[src/hw/rtl/rfrc_pkg.sv]
// Shared types, constants and the CRC-16 lookup table for the frame receive checker.
// No dependencies; every other file imports this package.
package rfrc_pkg;

  // Default frame store size in bytes
  localparam int MAX_FRAME_DEFAULT = 256;

  // Reflected CRC-16: polynomial and initial value
  localparam logic [15:0] CRC_INIT = 16'hFFFF;
  localparam logic [15:0] CRC_POLY = 16'hA001;

  // Frames of this many bytes or fewer are too short
  localparam int MIN_REJECT_LEN = 5;

  // Width of the reported frame length
  localparam int LEN_W = 9;

  // Outcome of one frame
  typedef enum logic [1:0] {
    VERDICT_ACCEPTED      = 2'd0,
    VERDICT_TOO_SHORT     = 2'd1,
    VERDICT_NOT_ADDRESSED = 2'd2,
    VERDICT_CRC_MISMATCH  = 2'd3
  } verdict_t;

  // Per-frame contents handed from the frame state to the verdict stage
  typedef struct packed {
    logic [7:0]  first_byte;
    logic [15:0] running_crc;
    logic [15:0] tail_bytes;
  } frame_t;

  typedef logic [15:0] crc_table_t [256];

  // Build the byte-wise lookup table at elaboration
  function automatic crc_table_t build_crc_table();
    crc_table_t  tbl;
    logic [15:0] c;
    for (int i = 0; i < 256; i++) begin
      c = 16'(i);
      for (int k = 0; k < 8; k++) begin
        if (c[0]) begin
          c = (c >> 1) ^ CRC_POLY;
        end else begin
          c = c >> 1;
        end
      end
      tbl[i] = c;
    end
    return tbl;
  endfunction

  localparam crc_table_t CRC_TABLE = build_crc_table();

endpackage

[src/hw/rtl/rtu_frame_receive_check.sv]
// Serial frame receive checker: verdict per frame from bytes and an end-of-frame gap.
// The verdict is registered and shows in the cycle after its gap request is taken.
// Throughput: one request per cycle; a gap stalls only while an earlier verdict is held.
// Reset (rst, synchronous): frame state empty, CRC 0xFFFF, station address 0, no result.
// Depends on rfrc_pkg, rfrc_frame_state, rfrc_verdict and rfrc_crc_step.
module rtu_frame_receive_check #(
  parameter int MAX_FRAME = rfrc_pkg::MAX_FRAME_DEFAULT
) (
  input  logic                        clk,
  input  logic                        rst,
  input  logic                        cfg_we,
  input  logic [7:0]                  cfg_wdata,
  input  logic                        in_valid,
  output logic                        in_stall,
  input  logic                        is_gap,
  input  logic [7:0]                  rx_byte,
  output logic                        out_valid,
  input  logic                        out_stall,
  output logic [1:0]                  verdict,
  output logic [rfrc_pkg::LEN_W-1:0]  frame_len,
  output logic                        is_broadcast
);
  import rfrc_pkg::*;

  localparam int CNT_W = $clog2(MAX_FRAME + 1);

  logic             in_acc;
  logic             byte_acc;
  logic             gap_acc;
  logic [CNT_W-1:0] byte_count;
  frame_t           frame;

  // Bytes always pass; a gap waits for a free result register
  assign in_stall = is_gap && out_valid && out_stall;
  assign in_acc   = in_valid && !in_stall;
  assign byte_acc = in_acc && !is_gap;
  assign gap_acc  = in_acc && is_gap;

  rfrc_frame_state #(
    .MAX_FRAME (MAX_FRAME),
    .CNT_W     (CNT_W)
  ) u_frame_state (
    .clk        (clk),
    .rst        (rst),
    .byte_acc   (byte_acc),
    .gap_acc    (gap_acc),
    .rx_byte    (rx_byte),
    .byte_count (byte_count),
    .frame      (frame)
  );

  rfrc_verdict #(
    .MAX_FRAME (MAX_FRAME),
    .CNT_W     (CNT_W)
  ) u_verdict (
    .clk          (clk),
    .rst          (rst),
    .cfg_we       (cfg_we),
    .cfg_wdata    (cfg_wdata),
    .gap_acc      (gap_acc),
    .byte_count   (byte_count),
    .frame        (frame),
    .out_stall    (out_stall),
    .out_valid    (out_valid),
    .verdict      (verdict),
    .frame_len    (frame_len),
    .is_broadcast (is_broadcast)
  );

endmodule

[src/hw/rtl/rfrc_crc_step.sv]
// One table-driven step of the reflected CRC-16 over a single byte.
// Depends on rfrc_pkg for the lookup table.
module rfrc_crc_step (
  input  logic [15:0] crc,
  input  logic [7:0]  data,
  output logic [15:0] crc_next
);
  import rfrc_pkg::*;

  logic [7:0] idx;

  // Fold the byte into the low half, look up and shift
  assign idx      = crc[7:0] ^ data;
  assign crc_next = {8'h00, crc[15:8]} ^ CRC_TABLE[idx];

endmodule

[src/hw/rtl/rfrc_frame_state.sv]
// Frame accumulation: first byte, byte count, two-byte hold and running CRC.
// Depends on rfrc_pkg and rfrc_crc_step.
module rfrc_frame_state #(
  parameter int MAX_FRAME = rfrc_pkg::MAX_FRAME_DEFAULT,
  parameter int CNT_W     = $clog2(MAX_FRAME + 1)
) (
  input  logic               clk,
  input  logic               rst,
  input  logic               byte_acc,
  input  logic               gap_acc,
  input  logic [7:0]         rx_byte,
  output logic [CNT_W-1:0]   byte_count,
  output rfrc_pkg::frame_t   frame
);
  import rfrc_pkg::*;

  logic [15:0] crc_stepped;
  logic        room;

  // Byte that leaves the hold enters the CRC
  rfrc_crc_step u_crc_step (
    .crc      (frame.running_crc),
    .data     (frame.tail_bytes[15:8]),
    .crc_next (crc_stepped)
  );

  assign room = byte_count < CNT_W'(MAX_FRAME);

  // Advance on each kept byte, clear at a gap, drop bytes once full
  always_ff @(posedge clk) begin
    if (rst || gap_acc) begin
      byte_count        <= '0;
      frame.first_byte  <= '0;
      frame.running_crc <= CRC_INIT;
      frame.tail_bytes  <= '0;
    end else if (byte_acc && room) begin
      if (byte_count == '0) begin
        frame.first_byte <= rx_byte;
      end
      if (byte_count >= CNT_W'(2)) begin
        frame.running_crc <= crc_stepped;
      end
      frame.tail_bytes <= {frame.tail_bytes[7:0], rx_byte};
      byte_count       <= byte_count + CNT_W'(1);
    end
  end

endmodule

[src/hw/rtl/rfrc_verdict.sv]
// Verdict logic, station address register and the result register.
// Depends on rfrc_pkg.
module rfrc_verdict #(
  parameter int MAX_FRAME = rfrc_pkg::MAX_FRAME_DEFAULT,
  parameter int CNT_W     = $clog2(MAX_FRAME + 1)
) (
  input  logic                        clk,
  input  logic                        rst,
  input  logic                        cfg_we,
  input  logic [7:0]                  cfg_wdata,
  input  logic                        gap_acc,
  input  logic [CNT_W-1:0]            byte_count,
  input  rfrc_pkg::frame_t            frame,
  input  logic                        out_stall,
  output logic                        out_valid,
  output logic [1:0]                  verdict,
  output logic [rfrc_pkg::LEN_W-1:0]  frame_len,
  output logic                        is_broadcast
);
  import rfrc_pkg::*;

  logic [7:0]       dev_addr;
  logic [15:0]      received;
  logic [LEN_W-1:0] len_w;
  logic             bcast;
  verdict_t         verdict_next;

  // Station address register
  always_ff @(posedge clk) begin
    if (rst) begin
      dev_addr <= '0;
    end else if (cfg_we) begin
      dev_addr <= cfg_wdata;
    end
  end

  // Received CRC travels low byte first
  assign received = {frame.tail_bytes[7:0], frame.tail_bytes[15:8]};
  assign bcast    = (byte_count != '0) && (frame.first_byte == 8'h00);

  // Fit the count to the reported length field
  generate
    if (CNT_W >= LEN_W) begin : g_len_trunc
      assign len_w = byte_count[LEN_W-1:0];
    end else begin : g_len_ext
      assign len_w = {{(LEN_W - CNT_W){1'b0}}, byte_count};
    end
  endgenerate

  // First failing test wins
  always_comb begin
    priority if (byte_count <= CNT_W'(MIN_REJECT_LEN)) begin
      verdict_next = VERDICT_TOO_SHORT;
    end else if (frame.first_byte != dev_addr && frame.first_byte != 8'h00) begin
      verdict_next = VERDICT_NOT_ADDRESSED;
    end else if (frame.running_crc != received) begin
      verdict_next = VERDICT_CRC_MISMATCH;
    end else begin
      verdict_next = VERDICT_ACCEPTED;
    end
  end

  // Result register: load at a gap, hold while stalled
  always_ff @(posedge clk) begin
    if (rst) begin
      out_valid <= 1'b0;
    end else if (gap_acc) begin
      out_valid <= 1'b1;
    end else if (!out_stall) begin
      out_valid <= 1'b0;
    end
  end

  always_ff @(posedge clk) begin
    if (gap_acc) begin
      verdict      <= verdict_next;
      frame_len    <= len_w;
      is_broadcast <= bcast;
    end
  end

endmodule

[config.mk]
export PLATFORM = sky130hd
export DESIGN_NAME = rtu_frame_receive_check
export DESIGN_NICKNAME = d
export VERILOG_FILES = /design/src/hw/rtl/rfrc_pkg.sv /design/src/hw/rtl/rtu_frame_receive_check.sv /design/src/hw/rtl/rfrc_crc_step.sv /design/src/hw/rtl/rfrc_frame_state.sv /design/src/hw/rtl/rfrc_verdict.sv
export SDC_FILE = /design/constraint.sdc
export NUM_CORES = 1
export LEC_CHECK = 0
export CAP_MARGIN = 30
export CORE_MARGIN = 10
export CORE_UTILIZATION = 45
export CTS_CLUSTER_DIAMETER = 60
export DETAILED_ROUTE_END_ITERATION = 8
export DONT_BUFFER_PORTS = 1
export PLACE_DENSITY = 0.71
export SLEW_MARGIN = 20
export SYNTH_ARGS = -nofsm -noshare
export SYNTH_HDL_FRONTEND = slang
export SYNTH_SLANG_ARGS = --single-unit
[constraint.sdc]
create_clock -name clk -period 2.87 [get_ports clk]
set_clock_uncertainty 0.2 [all_clocks]
set_input_delay 0.574 -clock clk [delete_from_list [all_inputs] [get_ports clk]]
set_output_delay 0.574 -clock clk [all_outputs]
set_load 0.1 [all_outputs]
# [After elaboration in Yosys (flattened, before gate mapping)]
# Memory sizes are Yosys's and may differ from the RTL's.
# Cells that the tools add are included.
[word_totals] regBits=70 latchBits=0 ramBits=0 rom_bits=4096 in_bits=22 output_inout_bits=14 wordCells=44 memories=1
[mem_list] name="(name not given)" depth=256 width=16 rd=1 rd_ports_with_merged_regs=0 write_ports=0 line_no="rfrc_crc_step.sv:14" rtl="assign crc_next = {8'h00, crc[15:8]} ^ CRC_TABLE[idx];"
[classes] addsub=1 multipliers=0 div_mod_pow=0 n_lt_le_gt_ge=4 eq_ne=3 shift=0 n_mux=6 bitwise_logic=3 n_reduce_logical=17
[ops] op="16-bit 2-to-1 mux" n=2
[ops] op="16-bit != test" n=1
[ops] op="8-bit by 16-bit bitwise XOR with 16-bit output" n=1
[ops] op="9-bit by 1-bit adder with 9-bit output (second input constant)" n=1
[ops] op="9-bit by 2-bit >= comparator with 1-bit output (second input constant)" n=1
[ops] op="9-bit >= comparator (second input constant)" n=1
[ops] op="9-bit by 3-bit <= comparator with 1-bit output (second input constant)" n=1
[ops] op="9-bit zero test" n=1
[ops] op="9-bit less-than comparator (second input constant)" n=1
[ops] op="8-bit inverter with 9-bit output" n=1
[ops] op="9-bit nonzero test" n=1
[ops] op="1-bit logical AND" n=8
[ops] op="8-bit zero test" n=1
[ops] op="8-bit != test" n=1
[ops] op="8-bit nonzero test" n=1
[ops] op="8-bit bitwise XOR" n=1
[ops] op="2-bit 2-to-1 mux" n=2
[ops] op="2-bit AND reduction" n=2
[ops] op="1-bit zero test" n=2
[ops] op="1-bit 2-to-1 mux" n=2
[ops] op="2-bit by 1-bit != test with 1-bit output (second input constant)" n=1
[ops] op="1-bit logical OR" n=1

# [Longest topological paths before layout]
[depth] ltp_word=7 ltp_mapped=8 ltp_nobuf=7

# [Modules after synthesis]
# Synthesis repeated with hierarchy kept, for this count alone.
[hier_totals] cells_unflattened=348 hier_area_um2=3319.4
[by_module_without_submodules] module="rfrc_frame_state" n_inst=1 cells_per_inst=233 area_per_inst_um2=2000.7 seq_area_each_um2=980.9
[by_module_without_submodules] module="rfrc_verdict" n_inst=1 cells_per_inst=85 area_per_inst_um2=998.5 seq_area_each_um2=540.5
[by_module_without_submodules] module="rfrc_crc_step" n_inst=1 cells_per_inst=26 area_per_inst_um2=295.3 seq_area_each_um2=0.0
[by_module_without_submodules] module="rtu_frame_receive_check" n_inst=1 cells_per_inst=4 area_per_inst_um2=25.0 seq_area_each_um2=0.0

# [Worst setup path before layout]
# No wires, ideal clock.
[synth_path] kind="reg2out" from="reg u_verdict.out_valid" to="out in_stall" t_arrival_ns=1.883 required_ns=2.096 path_slack_ns=0.213 path_stages_with_launch=2 n_path_buf=0 cell_sequence="dfxtp_1 and3_1"
[synth_between] elab_chain_len=2
[synth_rtl] item="from (decl)" line_no="rfrc_verdict.sv:15" rtl="output logic out_valid,"
[synth_rtl] item="from (signal assigned)" line_no="rfrc_verdict.sv:66" rtl="out_valid <= 1'b0;"
[synth_rtl] item="from (signal assigned)" line_no="rfrc_verdict.sv:68" rtl="out_valid <= 1'b1;"
[synth_rtl] item="from (signal assigned)" line_no="rfrc_verdict.sv:70" rtl="out_valid <= 1'b0;"
[synth_rtl] item="1-bit logical AND (2 in a row)" line_no="rtu_frame_receive_check.sv:34" rtl="assign in_stall = is_gap && out_valid && out_stall;"
[synth_rtl] item="to (decl)" line_no="rtu_frame_receive_check.sv:14" rtl="output logic in_stall,"
# No other way between the ends.

# [Worst setup path after layout]
[layout_path] from="reg, netlist name u_frame_state.frame[17]" to="reg, netlist name u_frame_state.frame[16]"
[layout_between] elab_chain_len=6
[layout_rtl] item="8-bit bitwise XOR" line_no="rfrc_crc_step.sv:13" rtl="assign idx = crc[7:0] ^ data;"
[layout_rtl] item="8-bit inverter with 9-bit output (not written as such)" line_no="rfrc_crc_step.sv:14"
[layout_rtl] item="memory 256 x 16 bit"
[layout_rtl] item="16-bit 2-to-1 mux (not written as such) (2 in a row)" line_no="rfrc_crc_step.sv:14"
[layout_rtl] item="8-bit by 16-bit bitwise XOR with 16-bit output" line_no="rfrc_crc_step.sv:14"
# No other way between the ends. The select of a mux whose other input is x is not followed.
# A chain may end at the register's enable or synchronous reset.

==> flow_summary.rst <==
.. list-table::
   :header-rows: 1

   * - Metric
     - Value
   * - Worst Path Max Fanout
     - 2
   * - Post-detail-place hpwl
     - 4270 um
   * - Total congestion overflow
     - 0
   * - Via-per-instance ratio
     - 5.30
   * - Router iterations before antenna repair
     - 4
   * - Power density normalized to cell area
     - 597 mW/mm^2
   * - Maximum clock insertion buffer count
     - 2
   * - Endpoint of the most critical setup path
     - u_frame_state.frame[16]
   * - Category of the worst setup path launch point
     - flip-flop
   * - Cts hold-fix bufs
     - 0
   * - Maximum resistive drop on vdd
     - 0.345 mV
   * - Biggest area consumer among synthesized cells
     - sky130_fd_sc_hd__dfxtp_1
   * - Syn Nets
     - 350
   * - Count of buffers inserted at the top-level ports
     - 0
   * - Total standard cell area after synthesis
     - 0.00308 sq mm
   * - TritonCTS sink count
     - 70
   * - Worst flop-to-flop path endpoint
     - u_frame_state.frame[16]
   * - Path category of the worst min-delay check
     - primary input to flip-flop
   * - Top-count cell post-synth
     - sky130_fd_sc_hd__dfxtp_1
   * - Min-Delay Path Depth
     - 1
   * - Multi-input logic area
     - 0.00147 sq mm
   * - Global-route usage over all layers
     - 12.4%
   * - Data arrival time of the worst path
     - 2.24 ns
   * - Number of buffers created by CTS
     - 9
   * - Sequential cell area fraction in the yosys report
     - 49.4%
   * - Core footprint
     - 0.00672 sq mm
   * - Final non-filler cell total
     - 408
   * - Synthesized instance count
     - 320
   * - Number of antenna repair diodes
     - 0
   * - # nets final
     - 353
   * - Required arrival time at the worst endpoint
     - 2.86 ns
   * - Number of DRC markers after the initial detailed-route iteration
     - 114
   * - Startpoint of the worst-slack reg-to-reg timing path
     - u_frame_state.frame[17]
   * - Synth top area share
     - 37.7%
   * - Footprint of the flip-flops and latches
     - 0.00152 sq mm
   * - Sw Share
     - 25.3%
   * - DRC Markers
     - 0
   * - Io pins
     - 36
   * - Area of the die
     - 0.0106 sq mm
   * - Slack of the worst reg-to-reg path
     - 0.63 ns
   * - XOR/XNOR Fraction of Synth Area
     - 12.8%
   * - Compound-cell area share of the yosys netlist
     - 8.04%
   * - Post-route setup TNS
     - 0 ns
   * - Switching component of the power
     - 509 uW
   * - Slew margin rel.
     - 39.9%
   * - Largest family of logic cells by synthesized area
     - simple AND/OR/NAND/NOR gates
   * - Number of violations of the max-capacitance limit
     - 0
   * - Hold Vio Cnt, Final
     - 0
   * - Combinational Power Share
     - 6.7%
   * - Fraction of the mapped netlist area in simple logic gates
     - 18.0%
   * - Top cells by area, synth
     - sky130_fd_sc_hd__dfxtp_1 (38%), sky130_fd_sc_hd__edfxtp_1 (12%), sky130_fd_sc_hd__nand2_1 (6.7%), sky130_fd_sc_hd__xnor2_1 (6.0%), sky130_fd_sc_hd__mux2i_1 (5.5%)
   * - Main synth FF type
     - sky130_fd_sc_hd__dfxtp_1
   * - Result of the run
     - complete, no violations
   * - Sequential cell fraction of total power
     - 54.1%
   * - Slew Viols, Final
     - 0
   * - Detailed Route WL
     - 5960 um
   * - Length in cells of the worst reg-to-reg path
     - 7
   * - Number of fillers in the final layout
     - 614
   * - Achievable clock frequency
     - 446 MHz
   * - Share of layout cells above drive strength 1
     - 8.54%
   * - Start point of the critical path
     - u_frame_state.frame[17]
   * - Static Leak
     - 0.00136 uW
   * - Number of antenna violations at the first check in global routing
     - 0
   * - Number of synthesized register bits
     - 70
   * - RSZ-0062 raised after global routing
     - no
   * - DR WL/cell
     - 14.6 um
   * - Pin count of the biggest net entering global routing
     - 35
   * - Internal power consumption
     - 1500 uW
   * - Effective utilization at floorplan
     - 45.9%
   * - Row cnt
     - 30
   * - Share of power burned in the clock network
     - 39.2%
   * - Number of buffers added for setup after CTS
     - 0
   * - Clock Pin Slew Worst Setup and Hold Paths
     - 0.07 ns
   * - Most frequent cells after synthesis
     - sky130_fd_sc_hd__dfxtp_1 (58), sky130_fd_sc_hd__nand2_1 (55), sky130_fd_sc_hd__nor2_1 (34), sky130_fd_sc_hd__a21oi_1 (27), sky130_fd_sc_hd__xnor2_1 (21)
   * - Routed vias
     - 2161
   * - TritonCTS clock tree
     - done
   * - Endpoint class of the critical path
     - flip-flop
   * - Endpoints failing setup
     - 0
   * - Post-synthesis adder-cell area fraction
     - 3.25%
   * - PostCTS Resize Cnt
     - 0
   * - Wire length of the first global-routing pass
     - 10300 um
   * - Die span in y
     - 103 um
   * - Type of the setup path with the least slack
     - flip-flop to flip-flop
   * - Die extent in x
     - 103 um
   * - Mux cell area share after synthesis
     - 5.52%
   * - Number of flops mapped to enable cells by yosys
     - 12
   * - Minimum clock period
     - 2.24 ns
   * - RD Place Congestion
     - 0.811
   * - Instance count after placement with tap cells included
     - 392
   * - Number of distinct library cell variants in the gate-level netlist after synthesis
     - 36
   * - P&R area growth vs syn
     - 9.26%
   * - Syn avg cell area
     - 9.63 sq um
   * - Clock latency of the later-clocked register in the worst-skew pair
     - 0.34 ns
   * - Post-layout total power
     - 2010 uW
   * - Share of synthesized flip-flops with an asynchronous set or reset
     - 0%
   * - Final core occ
     - 50.1%
   * - Total of warnings raised by yosys
     - 0
   * - Root buf cell
     - sky130_fd_sc_hd__clkbuf_8
   * - Measured slew at the worst slew-check pin
     - 0.903 ns
   * - Total number of H-tree levels
     - 3
   * - Via count of the first global-routing pass
     - 2173
   * - Part of the cycle the worst path needs
     - 78.1%
   * - Antenna-violating nets left
     - 0
-- cell families after synthesis --
family	count (synthesis)
AOI/OAI and AO/OA	44
xor gates and xnor gates	39
muxes	17
buffers and inverters	20
adders and majority gates	8
DFF	70
and+or+nand+nor	122
-- per-layer routing --
metal	vias up	track usage, %	wire length (um)
li1	1092	-	-
met4	0	4.71	78
met3	9	4.36	229
met1	1026	14.5	2710
met5	-	0	0
met2	34	20.3	2940
-- state kept, by name, indices dropped and copies added (netlist names) --
name                      count
u_verdict.frame_len           9
u_verdict.is_broadcast        1
u_verdict.verdict             2
u_frame_state.frame          40
u_verdict.out_valid           1
u_frame_state.byte_count      9
u_verdict.dev_addr            8
-- through the flow --
| stage | hold slack [ns] | setup WS (ns) | cell area, sq um |
|---|---|---|---|
| 6_report | 0.0985 | 0.629 | 3370 |
| 5_1_grt | 0.0777 | 0.398 | 3370 |
| 4_1_cts | 0.0828 | 0.627 | 3370 |
| 3_5_place_dp | 0.268 | 0.635 | 3160 |
| 3_3_place_gp | 0.258 | 0.653 | 3160 |
| 2_1_floorplan | 0.203 | 0.213 | 3080 |
-- power groups by stage --
stage | registers [uW] | clock network [uW] | logic (uW)
4_1_cts | 1090 | 807 | 134
6_report | 1090 | 788 | 134
3_5_place_dp | 1110 | 0 | 134
5_1_grt | 1090 | 852 | 150
3_3_place_gp | 1110 | 0 | 130
2_1_floorplan | 1110 | 0 | 107
-- layout by cell type (no fill, tap or decap), drive strengths merged, types with 2 or more instances in the layout --
cell and n:
nand4 7, xor2 14, clkinv 2, buf 7, nand2 55, o211ai 5
a21oi 27, or3 2, inv 5, dfxtp 58, a31oi 2, nor2 34
o21ai 6, edfxtp 12, xnor2 23, nand3 13, mux2i 17, ha 8
nor4 5, clkbuf 13, and3 2
-- worst max-delay path, cell delays in order, from the launching register on --
cell	delay, ns
sky130_fd_sc_hd__dfxtp_1	0.33
sky130_fd_sc_hd__xnor2_1	0.27
sky130_fd_sc_hd__ha_1	0.32
sky130_fd_sc_hd__xor3_2	0.27
sky130_fd_sc_hd__xnor2_1	0.16
sky130_fd_sc_hd__xnor3_2	0.29
sky130_fd_sc_hd__mux2i_1	0.20
sky130_fd_sc_hd__a21oi_1	0.06
-- how the worst min path moves through the flow --
stage | from | to
floorplan | u_frame_state.byte_count[3] | u_verdict.frame_len[3]
global placement | u_frame_state.frame[12] | u_frame_state.frame[12]
detailed placement | u_frame_state.frame[8] | u_frame_state.frame[8]
CTS | rst | u_verdict.dev_addr[6]
global route | rst | u_verdict.dev_addr[0]
finish | rst | u_verdict.dev_addr[6]
-- layout make-up --
type	count	area share, %
Clock inverter	3	0.743
Sequential cell	70	45.2
Clock buffer	13	5.39
Tap cell	80	2.97
Multi-Input combinational cell	230	43.6
Timing Repair Buffer	7	1.56
Inverter	5	0.557
Note: power is estimated with default switching activity, not from simulation.
